## src/hdl/irpwcd_pkg.sv

```systemverilog
// ----------------------------------------------------------------------------
// irpwcd_pkg
// shared types and constants of the infrared pulse width code decoder
// ----------------------------------------------------------------------------
package irpwcd_pkg;

  localparam int unsigned TIME_W        = 16;
  localparam int unsigned KEY_W         = 7;
  localparam int unsigned CFG_IDX_W     = 2;
  localparam int unsigned CFG_DATA_W    = 16;

  localparam int unsigned FRAME_EDGES_DEF = 18;
  localparam int unsigned CODE_BITS_DEF   = 7;

  typedef logic [TIME_W-1:0]     time_t;
  typedef logic [KEY_W-1:0]      key_t;
  typedef logic [CFG_IDX_W-1:0]  cfg_idx_t;
  typedef logic [CFG_DATA_W-1:0] cfg_data_t;

  localparam cfg_idx_t REG_START_MIN = 2'd0;
  localparam cfg_idx_t REG_GAP_MIN   = 2'd1;
  localparam cfg_idx_t REG_GAP_MAX   = 2'd2;
  localparam cfg_idx_t REG_ONE_THR   = 2'd3;

  localparam time_t START_MIN_RST = 16'd2000;
  localparam time_t GAP_MIN_RST   = 16'd300;
  localparam time_t GAP_MAX_RST   = 16'd600;
  localparam time_t ONE_THR_RST   = 16'd1000;

endpackage

```

## src/hdl/irpwcd_ifs.sv

```systemverilog
// ----------------------------------------------------------------------------
// irpwcd stream interfaces
// valid/ready channels for edge timestamps and decoded key codes
// ----------------------------------------------------------------------------
interface irpwcd_in_if;
  logic                 valid;
  logic                 ready;
  irpwcd_pkg::time_t    capture_time;

  modport source (output valid, output capture_time, input ready);
  modport sink   (input valid, input capture_time, output ready);
endinterface

interface irpwcd_out_if;
  logic                 valid;
  logic                 ready;
  irpwcd_pkg::key_t     key_code;

  modport source (output valid, output key_code, input ready);
  modport sink   (input valid, input key_code, output ready);
endinterface

```

## src/hdl/ir_pulse_width_code_decoder.sv

```systemverilog
// ----------------------------------------------------------------------------
// ir_pulse_width_code_decoder
// decodes pulse width coded infrared frames from edge timestamps
// ----------------------------------------------------------------------------
// One capture timestamp per receiver edge is taken per clock cycle while the
// output is not stalled. Each transfer lands in an input register; from there
// the width to the previous edge is measured, checked against the start or
// gap limits or turned into a code bit; at frame end the output register is
// written. A full frame of FRAME_EDGES timestamps gives at most one key code,
// dropped if any check failed. An output stall holds the input register and,
// once it is full, the input. The user must write the limits through the cfg
// port only while idle; the block itself does not enforce this.
module ir_pulse_width_code_decoder #(
  parameter int unsigned FRAME_EDGES = irpwcd_pkg::FRAME_EDGES_DEF,
  parameter int unsigned CODE_BITS   = irpwcd_pkg::CODE_BITS_DEF
) (
  input  logic                  clk,
  input  logic                  rst_n,
  irpwcd_in_if.sink             in_ch,
  irpwcd_out_if.source          out_ch,
  input  logic                  cfg_we,
  input  irpwcd_pkg::cfg_idx_t  cfg_idx,
  input  irpwcd_pkg::cfg_data_t cfg_wdata
);

  import irpwcd_pkg::*;

  localparam int unsigned EW   = $clog2(FRAME_EDGES);
  localparam int unsigned KEEP = (CODE_BITS < KEY_W) ? CODE_BITS : KEY_W;

  // limit registers
  time_t start_min_r, gap_min_r, gap_max_r, one_thr_r;

  // input stage
  logic  s1_valid_r;
  time_t s1_time_r;

  // frame state
  time_t          prev_r, prev_nxt;
  logic [EW-1:0]  edge_r, edge_nxt;
  logic           good_r, good_nxt;
  logic [KEEP-1:0] code_r, code_nxt;

  // output stage
  logic  out_valid_r, out_valid_nxt;
  key_t  key_r, key_nxt;

  logic          advance;
  logic          in_xfer;
  time_t         width;
  logic [EW-1:0] w_idx;
  logic [EW-1:0] bit_idx;
  logic [EW:0]   edge_inc;
  logic          emit;

  assign advance      = !out_valid_r || out_ch.ready;
  assign in_ch.ready  = !s1_valid_r || advance;
  assign in_xfer      = in_ch.valid && in_ch.ready;
  assign out_ch.valid = out_valid_r;
  assign out_ch.key_code = key_r;

  always_comb begin
    width    = s1_time_r - prev_r;
    w_idx    = edge_r - EW'(1);
    bit_idx  = (w_idx >> 1) - EW'(1);
    edge_inc = {1'b0, edge_r} + (EW+1)'(1);
    prev_nxt = s1_time_r;
    good_nxt = good_r;
    code_nxt = code_r;
    edge_nxt = edge_inc[EW-1:0];
    emit     = 1'b0;
    if (edge_r == '0) begin
      good_nxt = 1'b1;
      code_nxt = '0;
      edge_nxt = EW'(1);
    end else begin
      if (w_idx == '0) begin
        if (width < start_min_r) begin
          good_nxt = 1'b0;
        end
      end else if (w_idx[0]) begin
        if ((width < gap_min_r) || (width > gap_max_r)) begin
          good_nxt = 1'b0;
        end
      end else begin
        for (int i = 0; i < KEEP; i++) begin
          if ((int'(bit_idx) == i) && (width >= one_thr_r)) begin
            code_nxt[i] = 1'b1;
          end
        end
      end
      if (edge_inc == (EW+1)'(FRAME_EDGES)) begin
        edge_nxt = '0;
        emit     = good_nxt;
      end
    end
  end

  always_comb begin
    out_valid_nxt = out_valid_r && !out_ch.ready;
    key_nxt       = key_r;
    if (s1_valid_r && advance && emit) begin
      out_valid_nxt = 1'b1;
      key_nxt       = KEY_W'(code_nxt);
    end
  end

  always_ff @(posedge clk) begin
    if (!rst_n) begin
      start_min_r <= START_MIN_RST;
      gap_min_r   <= GAP_MIN_RST;
      gap_max_r   <= GAP_MAX_RST;
      one_thr_r   <= ONE_THR_RST;
      s1_valid_r  <= 1'b0;
      prev_r      <= '0;
      edge_r      <= '0;
      good_r      <= 1'b1;
      code_r      <= '0;
      out_valid_r <= 1'b0;
    end else begin
      if (cfg_we) begin
        case (cfg_idx)
          REG_START_MIN: start_min_r <= cfg_wdata;
          REG_GAP_MIN:   gap_min_r   <= cfg_wdata;
          REG_GAP_MAX:   gap_max_r   <= cfg_wdata;
          REG_ONE_THR:   one_thr_r   <= cfg_wdata;
          default: ;
        endcase
      end
      if (in_ch.ready) begin
        s1_valid_r <= in_ch.valid;
      end
      if (s1_valid_r && advance) begin
        prev_r <= prev_nxt;
        edge_r <= edge_nxt;
        good_r <= good_nxt;
        code_r <= code_nxt;
      end
      out_valid_r <= out_valid_nxt;
    end
  end

  always_ff @(posedge clk) begin
    if (in_xfer) begin
      s1_time_r <= in_ch.capture_time;
    end
    key_r <= key_nxt;
  end

endmodule

```

## src/flat_wrapper.sv

```systemverilog
// flat-port wrapper written by rule: the top's interface ports become plain ports
module ir_pulse_width_code_decoder_flat import irpwcd_pkg::*;
#(
  parameter int unsigned FRAME_EDGES = irpwcd_pkg::FRAME_EDGES_DEF,
  parameter int unsigned CODE_BITS   = irpwcd_pkg::CODE_BITS_DEF
)
  (clk, rst_n, cfg_we, cfg_idx, cfg_wdata, in_ch_valid, in_ch_capture_time, in_ch_ready, out_ch_valid, out_ch_key_code, out_ch_ready);
  irpwcd_in_if in_ch_i ();
  irpwcd_out_if out_ch_i ();
  input  logic clk;
  input  logic rst_n;
  input  logic cfg_we;
  input  irpwcd_pkg::cfg_idx_t cfg_idx;
  input  irpwcd_pkg::cfg_data_t cfg_wdata;
  input wire logic [$bits(in_ch_i.valid)-1:0] in_ch_valid;
  input wire logic [$bits(in_ch_i.capture_time)-1:0] in_ch_capture_time;
  output wire logic [$bits(in_ch_i.ready)-1:0] in_ch_ready;
  output wire logic [$bits(out_ch_i.valid)-1:0] out_ch_valid;
  output wire logic [$bits(out_ch_i.key_code)-1:0] out_ch_key_code;
  input wire logic [$bits(out_ch_i.ready)-1:0] out_ch_ready;
  assign in_ch_i.valid = in_ch_valid;
  assign in_ch_i.capture_time = in_ch_capture_time;
  assign in_ch_ready = in_ch_i.ready;
  assign out_ch_valid = out_ch_i.valid;
  assign out_ch_key_code = out_ch_i.key_code;
  assign out_ch_i.ready = out_ch_ready;
  ir_pulse_width_code_decoder #(.FRAME_EDGES(FRAME_EDGES), .CODE_BITS(CODE_BITS)) u_core (.clk(clk), .rst_n(rst_n), .in_ch(in_ch_i), .out_ch(out_ch_i), .cfg_we(cfg_we), .cfg_idx(cfg_idx), .cfg_wdata(cfg_wdata));
endmodule
```

## config.mk

```make
export PLATFORM = sky130hd
export DESIGN_NAME = ir_pulse_width_code_decoder_flat
export DESIGN_NICKNAME = d
export VERILOG_FILES = /design/src/hdl/irpwcd_pkg.sv /design/src/hdl/irpwcd_ifs.sv /design/src/hdl/ir_pulse_width_code_decoder.sv /design/src/flat_wrapper.sv
export SDC_FILE = /design/constraint.sdc
export NUM_CORES = 1
export LEC_CHECK = 0
export ABC_AREA = 1
export ABC_CLOCK_PERIOD_IN_PS = 8400
export CAP_MARGIN = 20
export CORE_MARGIN = 10
export CORE_UTILIZATION = 65
export DETAILED_ROUTE_END_ITERATION = 8
export DONT_BUFFER_PORTS = 1
export HOLD_SLACK_MARGIN = 0.05
export PLACE_DENSITY = 0.81
export SETUP_SLACK_MARGIN = 0.15
export SYNTH_ARGS = -nofsm -noshare
export SYNTH_HDL_FRONTEND = slang
export SYNTH_SLANG_ARGS = --single-unit
```

## constraint.sdc

```tcl
create_clock -name clk -period 8.4 [get_ports clk]
set_input_delay 2.52 -clock clk [delete_from_list [all_inputs] [get_ports clk]]
set_output_delay 2.52 -clock clk [all_outputs]
set_load 0.1 [all_outputs]
```

* After elaboration in Yosys (flattened, before gate mapping)
Index checks and enable logic that the tools add are counted.
** Cells by class
- Eq/ne operators :: 10
- Reduce and logical (&&, ||, !) cells :: 25
- Bitwise gates (word level) :: 0
- Add/sub/neg operators :: 4
- $mul :: 0
- Shift-type cells :: 0
- Muxes and demuxes :: 20
- Magnitude comparators :: 4
- Div/mod/pow operators :: 0
** Operators by type and width (number)
- < comparator 16 bit :: 2
- two-way mux 7 bit :: 3
- >= comparator 16 bit :: 1
- > comparator 16 bit :: 1
- subtractor 16 bit :: 1
- equality test 5 x 4 -> 1 bit, second input constant :: 3
- zero test 5 bit :: 3
- two-way mux 1 bit :: 15
- logical AND 1 bit :: 11
- equality test 5 x 3 -> 1 bit, second input constant :: 2
- two-way mux 5 bit :: 2
- AND reduction 2 bit :: 4
- adder 5 x 1 -> 6 bit, second input constant :: 1
- equality test 6 x 5 -> 1 bit, second input constant :: 1
- equality test 5 x 2 -> 1 bit, second input constant :: 1
- subtractor 4 x 1 -> 5 bit, second input constant :: 1
- subtractor 5 x 1 -> 5 bit, second input constant :: 1
- equality test 2 bit, second input constant :: 2
- zero test 1 bit :: 3
- logical OR 1 bit :: 3
- equality test 2 x 1 -> 1 bit, second input constant :: 1
- zero test 2 bit :: 1
** Word-level totals
- Latch bits :: 0
- Input bits :: 39
- Output and inout port bits :: 9
- Bits in registers :: 118
- ROM bits :: 0
- Memories :: 0
- RAM bits :: 0
- Logic and storage cells :: 75

* Longest topological paths before layout
- Word-level depth :: 10
- Depth in mapped cells :: 25
- Gate-level depth less buffers :: 25

* Least setup slack after synthesis
No wires, ideal clock.
- Kind :: input to output
- Start :: input port out_ch_ready
- End :: output port in_ch_ready
- Path buffers :: 0
- Arrival time :: 3.328 ns
- Path slack :: 2.552 ns
- Stages on the path :: 2
- Data required time :: 5.880 ns
- Cells stage by stage :: inv_1 nand3_1
** On the way
- Longest elaborated chain between the ends :: 2
** Ends and longest elaborated chain
- start: declaration :: line flat_wrapper.sv:20 : input wire logic [$bits(out_ch_i.ready)-1:0] out_ch_ready;
- logical OR 1 bit :: line ir_pulse_width_code_decoder.sv:56 : assign advance = !out_valid_r || out_ch.ready;
- logical OR 1 bit :: line ir_pulse_width_code_decoder.sv:57 : assign in_ch.ready = !s1_valid_r || advance;
- end: declaration :: line flat_wrapper.sv:17 : output wire logic [$bits(in_ch_i.ready)-1:0] in_ch_ready;
Every way passes these cells.

* Worst setup path after layout
Same ends and word-level chain as after synthesis.

==> metrics <==
gr ovfl total=0; Avg Cell Area, Syn=7.72 sq um; IO Count=48; Worst-Skew Late Latency=0.55 ns; number of global-route vias before repair=5583; status=finished clean; antenna violations before repair=0; first-iteration detailed-routing DRC count=377; crit-path max FO=3; Post-synth EDFFs=23; final setup fails=0; # nets final=985; largest area contributor in the netlist=dfxtp_1; commonest cells in the netlist=151 x nand2_1, 141 x inv_1, 110 x a21oi_1; FFs w/ async S/R, synth=0%; final period utilization=70.0%; synth top area cells=dfxtp_1 28%, ha_1 15%, edfxtp_1 10%; cells along the critical path=inv_1 -> nand3_1; CTS tree=yes; maxcap violations=0; Int Power=1210 uW; Clock Power Share=39.4%; Worst setup EP type=output port; Hold Path Class=flop to flop; Synth top area share=28.3%; clock root buffer=clkbuf_8; worst path bufs/invs=1; Die Height=122 um; Warnings, synthesis=0; final hold vios=0; CP Class=input pin to output port; maximum clock rate=170 MHz; switching share of total power=30.7%; Synth Register Bits=118; pwr dens=238 nW/um^2; delay-heaviest family, CP=simple AND/OR/NAND/NOR gates; Setup WS post-layout=2.52 ns; Startpoint Class=input pin; fin crit period=5.88 ns; most frequent cell after synthesis=nand2_1; DRC=0; Comb pwr share=25.2%; chip width=122 um; sequential-to-total area share from yosys stat=38.6%; Net Sw Power=537 uW; fin cells=1013; Core Area=10200 sq um; clock transition at the registers of the reported paths=0.06 ns; diodes inserted=0; WP data required=5.88 ns; RSZ-0062 raised after global routing=false; P_leak=0.00332 uW; Cells after DPL=982; DR WL/cell=15.4 um; P&R area growth vs syn=9.22%; RePlAce Congestion=0.890; post-DR vias/cell=5.58; Slew HR=27.1%; Final ANT Viol Nets=0; Die ar.=14800 sq um; detailed placer's ending HPWL=11600 um; clk_skew=0.0127 ns; Tot GR Track Use=21.4%; largest net degree at the start of global routing=83; H-tree levels=4; Initial Util=65.9%; Clock Tree Buf Depth=2; CTS Buf Count=17; Seq pwr share=35.4%; VDD IR max=0.207 mV; Tot Pwr=1750 uW; top_reg_cell synth=dfxtp_1; post-synth net total=990; Crit-path slowest cell=nand3_1; I/O Buffers=0; Hold WS=0.453 ns; Setup TNS=0 ns; # Post-CTS Setup Buffers=0; vias=5652; Rows=37; Yosys cell types=35; Place WS=2.51 ns; Post-Synthesis Cells=870; first-pass GRT wire length=25500 um; post_cts resized=0; max-slew violation count=0; area of the mapped netlist=6710 sq um; # hold bufs at CTS=0; Worst path max stage delay=0.79 ns; DRT Wirelength=15600 um; drt pass-1 iters=5; CTS Sinks=118; share of cells above drive strength 1=5.13%; Arrival @ worst endpoint=3.36 ns; worst slew pin tran=1.09 ns
==> metal layers <==
| metal | vias up | GRT usage, % | share of wire, % |
|---|---|---|---|
| li1 | 2861 | - | - |
| met1 | 2624 | 24.3 | 43 |
| met2 | 145 | 36.7 | 50 |
| met3 | 22 | 6.20 | 5.7 |
| met4 | 0 | 9.61 | 1.9 |
| met5 | - | 0 | 0 |
==> cells by family after synthesis <==
logic type,count (synthesis),synth area share [%]
xor+xnor,18,2.35
simple gates,252,15.8
buf+inv,170,9.69
compound gates,231,18.3
flops,118,38.6
fa+ha+maj,81,15.2
==> cell usage in the layout, fill, tap and decap left out, drive strengths merged, types with 3 or more instances in the layout <==
master / count
nand2: 156
inv: 146
a21oi: 111
dfxtp: 95
o21ai: 91
ha: 80
nor2: 59
nand3: 27
clkbuf: 27
edfxtp: 23
o211ai: 14
xor2: 12
xnor2: 6
nand4: 5
o21a: 4
nor3: 3
a21o: 3
==> power groups by stage <==
stage,clock (uW),sequential (uW),combinational [uW]
3_3_place_gp,0,628,407
5_1_grt,715,621,507
2_1_floorplan,0,626,329
4_1_cts,692,618,437
6_report,688,619,441
3_5_place_dp,0,630,431
==> through the flow <==
step                      area, sq um  util, %
after floorplan                  6710        -
after global placement           6780     66.6
after detailed placement         6780     66.6
after CTS                        7330     72.0
after global routing             7330     72.0
final                            7330     72.0
==> flip-flops by register name, summed over array words and instances, names as in the netlist <==
signal / count
u_core.code_r: 7
u_core.edge_r: 5
u_core.gap_max_r: 16
u_core.gap_min_r: 16
u_core.good_r: 1
u_core.one_thr_r: 16
u_core.out_ch.key_code: 7
u_core.out_ch.valid: 1
u_core.prev_nxt: 16
u_core.prev_r: 16
u_core.s1_valid_r: 1
u_core.start_min_r: 16
==> area by class of cell <==
cell class,instances,area [sq um]
clock buffer,27,482
tap,136,170
sequential,118,2590
fill,826,2850
clock inverter,4,70.1
multi-input combinational,582,3470
inverter,146,548
==> worst paths after layout <==
| check | start | slack, ns | to | cells after the start |
|---|---|---|---|---|
| worst max-delay path | out_ch_ready | 2.52 | in_ch_ready | 2 |
| worst min-delay path | u_core.prev_r[13]$_SDFFE_PN0P_ | 0.45 | u_core.prev_r[13]$_SDFFE_PN0P_ | 2 |
| worst max register to register | u_core.prev_nxt[2]$_DFFE_PP_ | 4.46 | u_core.out_ch.key_code[3]$_DFFE_PP_ | 17 |
| worst min register to register | u_core.prev_r[13]$_SDFFE_PN0P_ | 0.45 | u_core.prev_r[13]$_SDFFE_PN0P_ | 2 |
Note: power is estimated with default switching activity, not from simulation.
